**src/rtl/dll_pkg.sv**
```systemverilog
// ----------------------------------------------------------------------------
// dll_pkg
// Command and status codes, microcode word layout and the control store of
// the linked list sequencer.
// ----------------------------------------------------------------------------
package dll_pkg;

  typedef enum logic [2:0] {
    CMD_PUSH_BACK  = 3'd0,
    CMD_PUSH_FRONT = 3'd1,
    CMD_POP_BACK   = 3'd2,
    CMD_POP_FRONT  = 3'd3,
    CMD_REMOVE     = 3'd4
  } cmd_t;

  typedef enum logic [1:0] {
    ST_OK       = 2'd0,
    ST_EMPTY    = 2'd1,
    ST_FULL     = 2'd2,
    ST_BAD_SLOT = 2'd3
  } status_t;

  // Microprogram steps
  typedef enum logic [2:0] {
    U_FETCH  = 3'd0,
    U_ALLOC  = 3'd1,
    U_INIT   = 3'd2,
    U_LINK   = 3'd3,
    U_POP_RD = 3'd4,
    U_UNLINK = 3'd5,
    U_RM_RD  = 3'd6,
    U_FAULT  = 3'd7
  } upc_t;

  typedef enum logic [2:0] {
    ACT_NONE,
    ACT_ALLOC,
    ACT_INIT,
    ACT_LINK,
    ACT_READ,
    ACT_UNLINK,
    ACT_REPORT
  } act_t;

  typedef enum logic [2:0] {
    COND_NONE,
    COND_FULL,
    COND_EMPTY,
    COND_RANGE,
    COND_BAD
  } cond_t;

  typedef enum logic [1:0] {
    SEQ_NEXT,
    SEQ_GOTO,
    SEQ_FETCH,
    SEQ_DISPATCH
  } seq_t;

  typedef struct packed {
    act_t    act;
    cond_t   cond;     // when true: skip the action, jump to U_FAULT
    seq_t    seq;
    upc_t    target;
    logic    respond;  // step delivers the result item
    status_t fail;     // status reported when cond is taken
  } uword_t;

  function automatic uword_t ucode(input upc_t a);
    uword_t w;
    w = '{act: ACT_NONE, cond: COND_NONE, seq: SEQ_NEXT, target: U_FETCH,
          respond: 1'b0, fail: ST_OK};
    unique case (a)
      U_FETCH: begin
        w.seq = SEQ_DISPATCH;
      end
      U_ALLOC: begin
        w.act  = ACT_ALLOC;
        w.cond = COND_FULL;
        w.fail = ST_FULL;
      end
      U_INIT: begin
        w.act = ACT_INIT;
      end
      U_LINK: begin
        w.act     = ACT_LINK;
        w.respond = 1'b1;
        w.seq     = SEQ_FETCH;
      end
      U_POP_RD: begin
        w.act  = ACT_READ;
        w.cond = COND_EMPTY;
        w.fail = ST_EMPTY;
      end
      U_UNLINK: begin
        w.act     = ACT_UNLINK;
        w.cond    = COND_BAD;
        w.fail    = ST_BAD_SLOT;
        w.respond = 1'b1;
        w.seq     = SEQ_FETCH;
      end
      U_RM_RD: begin
        w.act    = ACT_READ;
        w.cond   = COND_RANGE;
        w.fail   = ST_BAD_SLOT;
        w.seq    = SEQ_GOTO;
        w.target = U_UNLINK;
      end
      U_FAULT: begin
        w.act     = ACT_REPORT;
        w.respond = 1'b1;
        w.seq     = SEQ_FETCH;
      end
    endcase
    return w;
  endfunction

endpackage

```
**src/rtl/dll_ram.sv**
```systemverilog
// ----------------------------------------------------------------------------
// dll_ram
// Simple dual-port RAM: one write port, one read port with registered data
// that holds while the read enable is low.
// ----------------------------------------------------------------------------
module dll_ram #(
  parameter int WIDTH = 32,
  parameter int DEPTH = 64
) (
  input  logic                     clk,
  input  logic                     we,
  input  logic [$clog2(DEPTH)-1:0] waddr,
  input  logic [WIDTH-1:0]         wdata,
  input  logic                     re,
  input  logic [$clog2(DEPTH)-1:0] raddr,
  output logic [WIDTH-1:0]         rdata
);

  logic [WIDTH-1:0] mem [DEPTH];

  always_ff @(posedge clk) begin
    if (we) begin
      mem[waddr] <= wdata;
    end
    if (re) begin
      rdata <= mem[raddr];
    end
  end

endmodule

```
**src/rtl/doubly_linked_list_engine.sv**
```systemverilog
// Steps per item: push runs alloc, init and link; pop runs read and unlink;
// remove runs read with a range check, then unlink; a failed check or an
// unused command ends in the fault step. The steps are set around the single
// write port of each link memory; a new item is taken only back in fetch.
// Reset (rst, synchronous): list empty, all slots free, no result pending;
// no clearing pass, the block can take an item as soon as reset is released.
// ----------------------------------------------------------------------------
// doubly_linked_list_engine
// Doubly linked list over a fixed pool of slots with a free stack, run by a
// microcoded sequencer over a plain datapath of node and free-stack RAMs.
// ----------------------------------------------------------------------------
module doubly_linked_list_engine
  import dll_pkg::*;
#(
  parameter int POOL_DEPTH    = 64,
  parameter int PAYLOAD_WIDTH = 32
) (
  input  logic        clk,
  input  logic        rst,
  input  logic        item_valid,
  output logic        item_stall,
  input  logic [2:0]  cmd,
  input  logic [31:0] payload,
  input  logic [5:0]  slot_handle,
  output logic        result_valid,
  input  logic        result_stall,
  output logic [31:0] out_payload,
  output logic [5:0]  out_handle,
  output logic [1:0]  status,
  output logic [6:0]  element_total
);

  localparam int IW  = $clog2(POOL_DEPTH);
  localparam int LW  = $clog2(POOL_DEPTH + 1);
  localparam int HCW = LW + 6;
  localparam logic [LW-1:0] NONE = LW'(POOL_DEPTH);

  // sequencer
  upc_t   upc, upc_next;
  uword_t uw;
  logic   item_accept, out_free, cond_hit, hold, go;

  // control registers
  logic [LW-1:0] head, tail, count, free_top, low_mark;
  status_t       fail_r;

  // payload registers
  cmd_t                    cmd_r;
  logic [PAYLOAD_WIDTH-1:0] pay_r;
  logic [5:0]              hdl_r;
  logic [IW-1:0]           slot_r, alloc_val_r;
  logic                    alloc_virgin_r, node_virgin_r;
  status_t                 status_r;

  // memory ports
  logic                     val_we, next_we, prev_we, use_we, free_we, free_re, node_re;
  logic [IW-1:0]            val_waddr, next_waddr, prev_waddr, use_waddr, free_waddr;
  logic [IW-1:0]            node_addr, free_raddr;
  logic [PAYLOAD_WIDTH-1:0] val_wdata, val_rdata;
  logic [LW-1:0]            next_wdata, prev_wdata, next_rdata, prev_rdata;
  logic                     use_wdata, use_rdata;
  logic [IW-1:0]            free_wdata, free_rdata;

  logic [LW-1:0] ft_dec, after, prior;
  logic [IW-1:0] s_new;
  logic          has_head;

  assign uw          = ucode(upc);
  assign item_stall  = (upc != U_FETCH);
  assign item_accept = item_valid && !item_stall;
  assign out_free    = !result_valid || !result_stall;

  assign ft_dec   = free_top - 1'b1;
  assign s_new    = alloc_virgin_r ? alloc_val_r : free_rdata;
  assign after    = next_rdata;
  assign prior    = prev_rdata;
  assign has_head = (head != NONE);
  assign node_addr = (cmd_r == CMD_REMOVE)   ? IW'(hdl_r) :
                     (cmd_r == CMD_POP_BACK) ? IW'(tail)  : IW'(head);

  always_comb begin
    case (uw.cond)
      COND_FULL:  cond_hit = (free_top == '0);
      COND_EMPTY: cond_hit = !has_head;
      COND_RANGE: cond_hit = (HCW'(hdl_r) >= HCW'(POOL_DEPTH));
      COND_BAD:   cond_hit = (cmd_r == CMD_REMOVE) && (node_virgin_r || !use_rdata);
      default:    cond_hit = 1'b0;
    endcase
  end

  assign hold = uw.respond && !cond_hit && !out_free;
  assign go   = !cond_hit && !hold;

  // next step
  always_comb begin
    upc_next = upc;
    if (cond_hit) begin
      upc_next = U_FAULT;
    end else if (!hold) begin
      unique case (uw.seq)
        SEQ_NEXT:  upc_next = upc_t'(upc + 3'd1);
        SEQ_GOTO:  upc_next = uw.target;
        SEQ_FETCH: upc_next = U_FETCH;
        SEQ_DISPATCH: begin
          if (item_accept) begin
            unique case (cmd) inside
              CMD_PUSH_BACK, CMD_PUSH_FRONT: upc_next = U_ALLOC;
              CMD_POP_BACK, CMD_POP_FRONT:   upc_next = U_POP_RD;
              CMD_REMOVE:                    upc_next = U_RM_RD;
              default:                       upc_next = U_FAULT;
            endcase
          end
        end
      endcase
    end
  end

  // datapath controls
  always_comb begin
    val_we     = 1'b0;
    val_waddr  = '0;
    val_wdata  = '0;
    next_we    = 1'b0;
    next_waddr = '0;
    next_wdata = '0;
    prev_we    = 1'b0;
    prev_waddr = '0;
    prev_wdata = '0;
    use_we     = 1'b0;
    use_waddr  = '0;
    use_wdata  = 1'b0;
    free_we    = 1'b0;
    free_waddr = '0;
    free_wdata = '0;
    free_re    = 1'b0;
    free_raddr = '0;
    node_re    = 1'b0;
    if (go) begin
      unique case (uw.act)
        ACT_ALLOC: begin
          free_re    = 1'b1;
          free_raddr = IW'(ft_dec);
        end
        ACT_INIT: begin
          val_we     = 1'b1;
          val_waddr  = s_new;
          val_wdata  = pay_r;
          use_we     = 1'b1;
          use_waddr  = s_new;
          use_wdata  = 1'b1;
          next_we    = 1'b1;
          next_waddr = s_new;
          next_wdata = (has_head && cmd_r == CMD_PUSH_FRONT) ? head : NONE;
          prev_we    = 1'b1;
          prev_waddr = s_new;
          prev_wdata = (has_head && cmd_r == CMD_PUSH_BACK) ? tail : NONE;
        end
        ACT_LINK: begin
          if (has_head) begin
            if (cmd_r == CMD_PUSH_BACK) begin
              next_we    = 1'b1;
              next_waddr = IW'(tail);
              next_wdata = LW'(slot_r);
            end else begin
              prev_we    = 1'b1;
              prev_waddr = IW'(head);
              prev_wdata = LW'(slot_r);
            end
          end
        end
        ACT_READ: begin
          node_re = 1'b1;
        end
        ACT_UNLINK: begin
          if (prior != NONE) begin
            next_we    = 1'b1;
            next_waddr = IW'(prior);
            next_wdata = after;
          end
          if (after != NONE) begin
            prev_we    = 1'b1;
            prev_waddr = IW'(after);
            prev_wdata = prior;
          end
          use_we    = 1'b1;
          use_waddr = slot_r;
          use_wdata = 1'b0;
          if (free_top < NONE) begin
            free_we    = 1'b1;
            free_waddr = IW'(free_top);
            free_wdata = slot_r;
          end
        end
        ACT_NONE, ACT_REPORT: begin
        end
      endcase
    end
  end

  // control state
  always_ff @(posedge clk) begin
    if (rst) begin
      upc          <= U_FETCH;
      head         <= NONE;
      tail         <= NONE;
      count        <= '0;
      free_top     <= NONE;
      low_mark     <= NONE;
      fail_r       <= ST_OK;
      result_valid <= 1'b0;
    end else begin
      upc <= upc_next;
      if (item_accept) begin
        fail_r <= ST_OK;
      end
      if (cond_hit) begin
        fail_r <= uw.fail;
      end
      if (result_valid && !result_stall) begin
        result_valid <= 1'b0;
      end
      if (go && uw.respond) begin
        result_valid <= 1'b1;
      end
      if (go) begin
        case (uw.act)
          ACT_ALLOC: begin
            free_top <= ft_dec;
            // low_mark: lowest free_top so far; entries below it are untouched
            if (ft_dec < low_mark) begin
              low_mark <= ft_dec;
            end
          end
          ACT_LINK: begin
            if (!has_head) begin
              head <= LW'(slot_r);
              tail <= LW'(slot_r);
            end else if (cmd_r == CMD_PUSH_BACK) begin
              tail <= LW'(slot_r);
            end else begin
              head <= LW'(slot_r);
            end
            count <= count + 1'b1;
          end
          ACT_UNLINK: begin
            if (prior == NONE) begin
              head <= after;
            end
            if (after == NONE) begin
              tail <= prior;
            end
            if (free_top < NONE) begin
              free_top <= free_top + 1'b1;
            end
            if (count != '0) begin
              count <= count - 1'b1;
            end
          end
          default: begin
          end
        endcase
      end
    end
  end

  // payload registers
  always_ff @(posedge clk) begin
    if (item_accept) begin
      cmd_r <= cmd_t'(cmd);
      pay_r <= PAYLOAD_WIDTH'(payload);
      hdl_r <= slot_handle;
    end
    if (go) begin
      case (uw.act)
        ACT_ALLOC: begin
          // untouched free-stack entry i holds POOL_DEPTH-1-i
          alloc_virgin_r <= (ft_dec < low_mark);
          alloc_val_r    <= IW'(NONE - free_top);
        end
        ACT_INIT: begin
          slot_r <= s_new;
        end
        ACT_LINK: begin
          out_payload <= '0;
          out_handle  <= 6'(slot_r);
          status_r    <= ST_OK;
        end
        ACT_READ: begin
          slot_r <= node_addr;
          // slots never handed out have no valid in-use entry
          node_virgin_r <= (LW'(node_addr) >= (NONE - low_mark));
        end
        ACT_UNLINK: begin
          out_payload <= 32'(val_rdata);
          out_handle  <= 6'(slot_r);
          status_r    <= ST_OK;
        end
        ACT_REPORT: begin
          out_payload <= '0;
          out_handle  <= '0;
          status_r    <= fail_r;
        end
        default: begin
        end
      endcase
    end
    if (go && uw.respond) begin
      element_total <= (uw.act == ACT_LINK)   ? 7'(count + 1'b1) :
                       (uw.act == ACT_UNLINK) ? 7'((count != '0) ? count - 1'b1 : count) :
                                                7'(count);
    end
  end

  assign status = status_r;

  dll_ram #(.WIDTH(PAYLOAD_WIDTH), .DEPTH(POOL_DEPTH)) u_value (
    .clk(clk), .we(val_we), .waddr(val_waddr), .wdata(val_wdata),
    .re(node_re), .raddr(node_addr), .rdata(val_rdata)
  );

  dll_ram #(.WIDTH(LW), .DEPTH(POOL_DEPTH)) u_next (
    .clk(clk), .we(next_we), .waddr(next_waddr), .wdata(next_wdata),
    .re(node_re), .raddr(node_addr), .rdata(next_rdata)
  );

  dll_ram #(.WIDTH(LW), .DEPTH(POOL_DEPTH)) u_prev (
    .clk(clk), .we(prev_we), .waddr(prev_waddr), .wdata(prev_wdata),
    .re(node_re), .raddr(node_addr), .rdata(prev_rdata)
  );

  dll_ram #(.WIDTH(1), .DEPTH(POOL_DEPTH)) u_in_use (
    .clk(clk), .we(use_we), .waddr(use_waddr), .wdata(use_wdata),
    .re(node_re), .raddr(node_addr), .rdata(use_rdata)
  );

  dll_ram #(.WIDTH(IW), .DEPTH(POOL_DEPTH)) u_free (
    .clk(clk), .we(free_we), .waddr(free_waddr), .wdata(free_wdata),
    .re(free_re), .raddr(free_raddr), .rdata(free_rdata)
  );

`ifndef SYNTHESIS
  // every slot is either on the list or on the free stack between items
  a_slot_balance: assert property (@(posedge clk) disable iff (rst)
    (upc == U_FETCH) |-> ((LW+1)'(count) + (LW+1)'(free_top) == (LW+1)'(POOL_DEPTH)))
    else $error("slot count and free stack out of balance");

  a_empty_head: assert property (@(posedge clk) disable iff (rst)
    (upc == U_FETCH) |-> ((count == '0) == (head == NONE) && (head == NONE) == (tail == NONE)))
    else $error("head/tail disagree with element count");

  a_low_mark: assert property (@(posedge clk) disable iff (rst)
    low_mark <= free_top)
    else $error("free stack low mark above free top");

  a_result_step: assert property (@(posedge clk) disable iff (rst)
    (!$past(result_valid) && result_valid) |-> $past(uw.respond))
    else $error("result raised outside a responding step");
`endif

endmodule

```
**config.mk**
```make
export PLATFORM = sky130hd
export DESIGN_NAME = doubly_linked_list_engine
export DESIGN_NICKNAME = d
export VERILOG_FILES = /design/src/rtl/dll_pkg.sv /design/src/rtl/dll_ram.sv /design/src/rtl/doubly_linked_list_engine.sv
export SDC_FILE = /design/constraint.sdc
export NUM_CORES = 2
export LEC_CHECK = 0
export BUFFER_PORTS_ARGS = -buffer_cell sky130_fd_sc_hd__clkbuf_2
export CAP_MARGIN = 15
export CORE_MARGIN = 5
export CORE_UTILIZATION = 30
export CTS_BUF_LIST = sky130_fd_sc_hd__clkbuf_16
export CTS_CLUSTER_DIAMETER = 40
export DETAILED_ROUTE_END_ITERATION = 8
export PLACE_DENSITY_LB_ADDON = 0.25
export SLEW_MARGIN = 0
export SYNTH_ARGS = -nofsm -noshare
export SYNTH_HDL_FRONTEND = slang
export SYNTH_HIERARCHICAL = 1
export SYNTH_SLANG_ARGS = --single-unit
```
**constraint.sdc**
```tcl
create_clock -name clk -period 10.87 [get_ports clk]
set_input_delay 2.174 -clock clk [delete_from_list [all_inputs] [get_ports clk]]
set_output_delay 2.174 -clock clk [all_outputs]
set_load 0.02 [all_outputs]
```
== Word level (Yosys, flattened, before mapping) ==
Memory sizes are Yosys's and may differ from the RTL's. A register that Yosys moved wholly into a read port is not among the register bits.
Cells that the tools add are included.

* Bits in registers: 143
* RAM bits: 3392
* Input bits: 45
* Output and inout port bits: 49
* Logic and storage cells: 228
* Memories: 5

* Add/sub/neg operators: 7
* $lt $le $gt $ge: 3
* Equal/unequal tests: 38
* Multiplexer cells: 104
* Reductions and logical operators: 52

{| class="wikitable"
|+ Memories
! name !! depth !! width !! rd ports !! clocked after Yosys merged registers in !! write ports !! RTL line !! RTL
|-
| u_value.mem || 64 || 32 || 1 || 1 || 1 || dll_ram.sv:19 || <nowiki>logic [WIDTH-1:0] mem [DEPTH];</nowiki>
|-
| u_next.mem || 64 || 7 || 1 || 1 || 1 || dll_ram.sv:19 ||
|-
| u_prev.mem || 64 || 7 || 1 || 1 || 1 || dll_ram.sv:19 ||
|-
| u_free.mem || 64 || 6 || 1 || 1 || 1 || dll_ram.sv:19 ||
|-
| u_in_use.mem || 64 || 1 || 1 || 1 || 1 || dll_ram.sv:19 ||
|}

{| class="wikitable"
|+ Operator list
! operator !! count
|-
| 6-bit 2-to-1 mux || 26
|-
| 7-bit 2-to-1 mux || 16
|-
| 32-bit 2-to-1 mux || 2
|-
| 32-bit case mux with 2 select lines || 1
|-
| 7-bit case mux with 2 select lines || 4
|-
| 7-bit case mux with 3 select lines || 2
|-
| 6-bit case mux with 2 select lines || 3
|-
| 6-bit case mux with 3 select lines || 2
|-
| 1-bit 2-to-1 mux || 32
|-
| 3-bit == test (second input constant) || 10
|-
| 3-bit by 2-bit == test with 1-bit output (second input constant) || 8
|-
| 3-bit case mux with 4 select lines || 2
|-
| 7-bit inequality test (second input constant) || 3
|-
| 3-bit case mux with 6 select lines || 1
|-
| 3-bit by 1-bit == test with 1-bit output (second input constant) || 5
|-
| 7-bit by 1-bit adder with 7-bit output (second input constant) || 2
|-
| 7-bit == test (second input constant) || 2
|-
| 2-bit AND reduction || 7
|-
| 2-bit nonzero test || 7
|-
| 2-bit OR reduction || 7
|-
| 7-bit by 1-bit subtractor with 7-bit output (second input constant) || 2
|-
| 3-bit 2-to-1 mux || 4
|-
| 2-bit case mux with 3 select lines || 2
|-
| 1-bit logical AND || 9
|-
| 24 further kinds || 45
|}

== Logic depth before layout (Yosys ltp) ==
* Depth in word-level cells: 12
* Mapped depth: 17
* Mapped depth without buffers: 12

== By module ==
Netlist, hierarchy kept.

{| class="wikitable"
|+ Modules (own cells, without submodules)
! module !! instances !! cells each !! area an instance (sq um) !! seq. area each (sq um)
|-
| dll_ram at u_value || 1 || 3324 || 78835.6 || 62459.9
|-
| dll_ram at u_next ... || 2 || 827 || 17705.7 || 13663.1
|-
| dll_ram at u_free || 1 || 729 || 15265.9 || 11711.2
|-
| doubly_linked_list_engine || 1 || 779 || 7816.2 || 3883.7
|-
| dll_ram at u_in_use || 1 || 204 || 2924.1 || 1951.9
|}

== Least setup slack after synthesis ==
Ideal clock, no wire load.

* Kind: reg2reg
* Start point: register upc[0]
* End point: memory u_value.mem[49][0], enable pin
* Library setup time: 0.461 ns
* Data arrival time: 5.195 ns
* Data required time: 10.409 ns
* Setup slack: 5.215 ns
* Stages on the path, launching flop included: 10
* Path buffers: 1
* Period minus slack after synthesis: 5.655 ns
* Cells stage by stage: dfxtp_1 -> ha_1 -> ha_1 -> nor2_1 -> nand3_1 -> inv_1 -> clkbuf_1 -> nor2b_1 -> nand4_1 -> nor3_1

* Word-level cells in the longest chain between the ends: 12
* Elaborated cells between the ends (all ways): 28
* Classes of those cells: eq/ne: 11; mux: 10; reduce/logical: 7

{| class="wikitable"
|+ RTL lines
! item !! RTL line !! RTL
|-
| start: declaration || doubly_linked_list_engine.sv:39 || <nowiki>upc_t upc, upc_next;</nowiki>
|-
| start signal: assignment || doubly_linked_list_engine.sv:212 || <nowiki>upc <= upc_next;</nowiki>
|-
| 3-bit == test / 3-bit by 1-bit == test with 1-bit output (equally long branches) || dll_pkg.sv:73 || <nowiki>unique case (a)</nowiki>
|-
| 3-bit case mux with 4 select lines || dll_pkg.sv:73 ||
|-
| 3-bit == test, or another cell as far along || doubly_linked_list_engine.sv:82 || <nowiki>case (uw.cond)</nowiki>
|-
| 1-bit case mux with 3 select lines || doubly_linked_list_engine.sv:82 ||
|-
| 1-bit logical NOT || doubly_linked_list_engine.sv:91, doubly_linked_list_engine.sv:92 ||
|-
| 1-bit logical AND (2 in series) || doubly_linked_list_engine.sv:91 || <nowiki>assign hold = uw.respond && !cond_hit && !out_free;</nowiki>
|-
| 1-bit logical NOT || -- ||
|-
| 1-bit logical AND || doubly_linked_list_engine.sv:92 || <nowiki>assign go = !cond_hit && !hold;</nowiki>
|-
| 1-bit 2-to-1 mux (*) || -- ||
|-
| via use_wdata || doubly_linked_list_engine.sv:61 || <nowiki>logic use_wdata, use_rdata;</nowiki>
|-
| 1-bit 2-to-1 mux (*) || dll_ram.sv:22 || <nowiki>if (we) begin</nowiki>
|-
| 1-bit 2-to-1 mux (implied by the code) (*) || dll_ram.sv:23 || <nowiki>mem[waddr] <= wdata;</nowiki>
|-
| end: declaration || dll_ram.sv:19 ||
|}

Mark *: on every way through the listed nets, which the timed path passes. The rest lies on a longest branch.

== Worst setup path after layout ==
* Start point: register upc[0]
* End point: memory u_prev/mem[6][3] (netlist bit), enable pin

* Word-level cells in the longest chain between the ends: 12
* Elaborated cells between the ends (all ways): 30
* Classes of those cells: eq/ne: 13; mux: 10; reduce/logical: 7

{| class="wikitable"
|+ RTL lines
! item !! RTL line !! RTL
|-
| 3-bit == test / 3-bit by 1-bit == test with 1-bit output (equally long branches) || dll_pkg.sv:73 ||
|-
| 3-bit case mux with 4 select lines || dll_pkg.sv:73 ||
|-
| 3-bit == test, or another cell as far along || doubly_linked_list_engine.sv:82 ||
|-
| 1-bit case mux with 3 select lines || doubly_linked_list_engine.sv:82 ||
|-
| 1-bit logical NOT || doubly_linked_list_engine.sv:91, doubly_linked_list_engine.sv:92 ||
|-
| 1-bit logical AND (2 in series) || doubly_linked_list_engine.sv:91 ||
|-
| 1-bit logical NOT || -- ||
|-
| 1-bit logical AND || doubly_linked_list_engine.sv:92 ||
|-
| 1-bit 2-to-1 mux (*) || doubly_linked_list_engine.sv:138 || <nowiki>if (go) begin</nowiki>
|-
| via prev_we || doubly_linked_list_engine.sv:56 || <nowiki>logic val_we, next_we, prev_we, use_we, free_we, free_re, node_re;</nowiki>
|-
| 1-bit 2-to-1 mux (*) || dll_ram.sv:22 ||
|-
| 1-bit 2-to-1 mux (implied by the code) (*) || dll_ram.sv:23 ||
|-
| end: declaration || dll_ram.sv:19 ||
|}

Marks and branches as above.

==> results.toml <==
[run_status]
status = "completed"

[placed_design]
place_hpwl_mm = 210
gp_congestion = 0.776
placed_cell_area_um2 = 149000
io_buffers = 93
dp_slack_ns = 4.71

[setup_path]
critPathKind = "flip-flop to flip-flop"
rr_endpoint = "u_prev/mem[6][3]"
arrival_ns = 6.68
cp-start-kind = "flip-flop"
end_kind = "flip-flop"
worst_ep_required_time_ns = 11.46
cp_cell_sequence = "ha_2 > buf_4 > ha_1 > inv_1 > a21bo_2 > buf_4 > a21oi_1 > nor2_1 > a21oi_1 > nor2b_1 > nand3_1 > nor2_1"
crit_slowest_cell = "nor2_1"
reg2reg_slack_ns = 4.79
crit_start = "upc[0]"
r2r_start = "upc[0]"
worstPathMaxFanout = 40
crit_end = "u_prev/mem[6][3]"
cp_slowest_stage_delay_ns = 0.81
rr_worst_depth = 12

[clocking]
numClockSinks = 3588
cts-root-buf = "clkbuf_16"
clkTransAtPathRegs_ns = 0.06
postCtsSetupBuffers = 0
clkLatencyLatePin_ns = 1.01
ctsResizeCount = 0
clk_path_buf_depth = 4
cts_tree = "built"
cts_hold_buf = 0
htreeDepth = 5
cts_buffers = 470

[synth]
ys_seq_elements = 3588
synth-async-reset-ratio = 0
synth-edff-count = 3547
seq_area_frac_synth = 0.765
synthFlopType = "edfxtp_1"
synth.cell_area_um2 = 140000
yosys_warnings = 6
ys_types = 83
netlist.area_leader.share = 0.759
synthCells = 6690
synthesis.nets = 6759
syn_avg_cell_area_um2 = 21.0
synth_area_leader_cell = "edfxtp_1"
synth_area_leaders = "edfxtp_1 76%, mux4_2 14%, nor2_1 1.4%"

[detailed_routing]
antenna_left = 0
wl_per_cell_um = 27.3
drc = 0
dr.first_iter.drc_count = 7294
num_vias = 69022
first_pass_iters = 7
viasPerCell = 5.04
routed_wl_mm = 374

[power]
p_leak_nw = 52.9
ir_worst_vdd_v = 0.000231
power_mw = 42.2
p_per_area_nw_per_um2 = 256

[global_route]
grt_start_max_net_pins = 103
grt_pass1_vias = 71397
antenna_found_initial = 25
overflow = 0
grt_pass1_wl_mm = 529
grt_use_total = 0.151

[timing]
fin_worst_hold_slack_ns = 0.516
fin_crit_sh = 0.560
fin_ws_ns = 4.79
max-slew-margin-rel = 0.198
fin_worst_skew_ns = 0.105
final_max_slew_viol_count = 0
fmax_mhz = 164
fin_crit_ns = 6.08
finalSetupViolCount = 0
rsz0062_at_grt = "no"
timing.final.hold_violations = 0
tns_ns = 0
worstMarginPinSlew_ns = 1.20

[die]
die_h_um = 694
die_w_um = 694
coreArea_um2 = 467000
start_util = 0.301
dieArea_um2 = 481000
num_rows = 251
io_pins = 94

[hold_path]
hold_path.class = "flip-flop to flip-flop"

[finish]
finalInstanceArea_um2 = 165000
multiInputGateArea_um2 = 31600
fill_cells = 43312
synthToLayoutAreaGrowth_pct = 17.7
layout-drive-gt1-share = 0.281
nets = 7149
seqCellArea_um2 = 107000

[flow_run]
maxCapViolCount = 0
## final cells by class
| cell class | instances | area share |
|---|---|---|
| Antenna cell | 17 | 0.000258 |
| Clock buffer | 472 | 0.0715 |
| Clock inverter | 405 | 0.0244 |
| Inverter | 37 | 0.000909 |
| Multi-Input combinational cell | 2689 | 0.191 |
| Sequential cell | 3588 | 0.650 |
| Tap cell | 6198 | 0.0470 |
| Timing Repair Buffer | 294 | 0.0146 |
## placed cells by master (no fill, tap or decap), drive strengths merged, types with 12 or more instances in the layout
| master | n |
|---|---|
| a211oi | 23 |
| a21o | 14 |
| a21oi | 139 |
| a221oi | 14 |
| a222oi | 12 |
| a22oi | 33 |
| a311oi | 21 |
| a31oi | 12 |
| and2 | 53 |
| buf | 200 |
| bufinv | 44 |
| clkbuf | 566 |
| clkinv | 192 |
| clkinvlp | 55 |
| dfxtp | 41 |
| diode | 17 |
| edfxtp | 3547 |
| ha | 24 |
| inv | 151 |
| mux2i | 158 |
| mux4 | 888 |
| nand2 | 131 |
| nand2b | 27 |
| nand3 | 56 |
| nand3b | 23 |
| nand4 | 12 |
| nor2 | 508 |
| nor2b | 76 |
| nor3 | 52 |
| o21ai | 48 |
| o221ai | 50 |
| o22ai | 125 |
| o31ai | 21 |
| or2 | 12 |
| or3 | 13 |
| or3b | 14 |
## registers in the layout, indices dropped and copies added (netlist names), 32 cells and up
register       flops
u_prev/mem       448
u_value/rdata     32
pay_r             32
u_free/mem       384
u_value/mem     2048
u_next/mem       448
u_in_use/mem      64
out_payload       32
## layer usage
metal / global-route usage / share of wire / up-vias
met5: 0 / 0.000061 / -
met4: 0.0444 / 0.030 / 4
met3: 0.0316 / 0.071 / 622
met2: 0.250 / 0.49 / 2467
met1: 0.202 / 0.41 / 37011
li1: - / - / 28918
## logic make-up (layout without fill, tap and decap cells)
kind of cell,count (synthesis),after routing,synth area share
xor gates and xnor gates,14,14,0.000874
and+or+nand+nor,1019,1019,0.0341
muxes,1052,1052,0.155
other,0,17,0
DFF,3588,3588,0.765
buffers and inverters,413,1208,0.0146
AOI/OAI and AO/OA,580,580,0.0285
adders and majority gates,24,24,0.00214
## worst max-delay path: cells and delay by family, from the launching register on
family / cells / cell delay (ns)
adders and majority gates: 2 / 0.61
DFF: 1 / 0.44
AOI/OAI and AO/OA: 3 / 1.55
and+or+nand+nor: 4 / 2.11
buffers and inverters: 3 / 0.97
## worst min path at each step
stage / end / cells after the start / from
2_1_floorplan: fail_r[0] / 2 / fail_r[0]
3_3_place_gp: fail_r[0] / 2 / fail_r[0]
3_5_place_dp: fail_r[0] / 2 / fail_r[0]
4_1_cts: fail_r[1] / 2 / fail_r[1]
5_1_grt: fail_r[1] / 2 / fail_r[1]
6_report: fail_r[1] / 2 / fail_r[1]
## stage by stage
stage | util | instances
global placement | 0.319 | 12783
global route | 0.354 | 13691
CTS | 0.353 | 13661
detailed placement | 0.319 | 12784
finish | 0.354 | 13700
floorplan | - | 6690
## synth_stat cells, drive strengths merged (53+ instances only)
cell	instances
edfxtp	3547
mux4	888
nor2	508
buf	199
clkbuf	177
mux2i	158
a21oi	139
nand2	131
o22ai	125
nor2b	76
nand3	56
and2	53
## report_power, final
part / total [mW] / leakage [nW] / switching (mW) / internal, mW
sequential: 16.4 / 34.8 / 0.364 / 16.0
clock: 15.3 / 7.80 / 6.21 / 9.08
combinational: 10.5 / 10.3 / 6.41 / 4.11
Note: power is estimated with default switching activity, not from simulation.
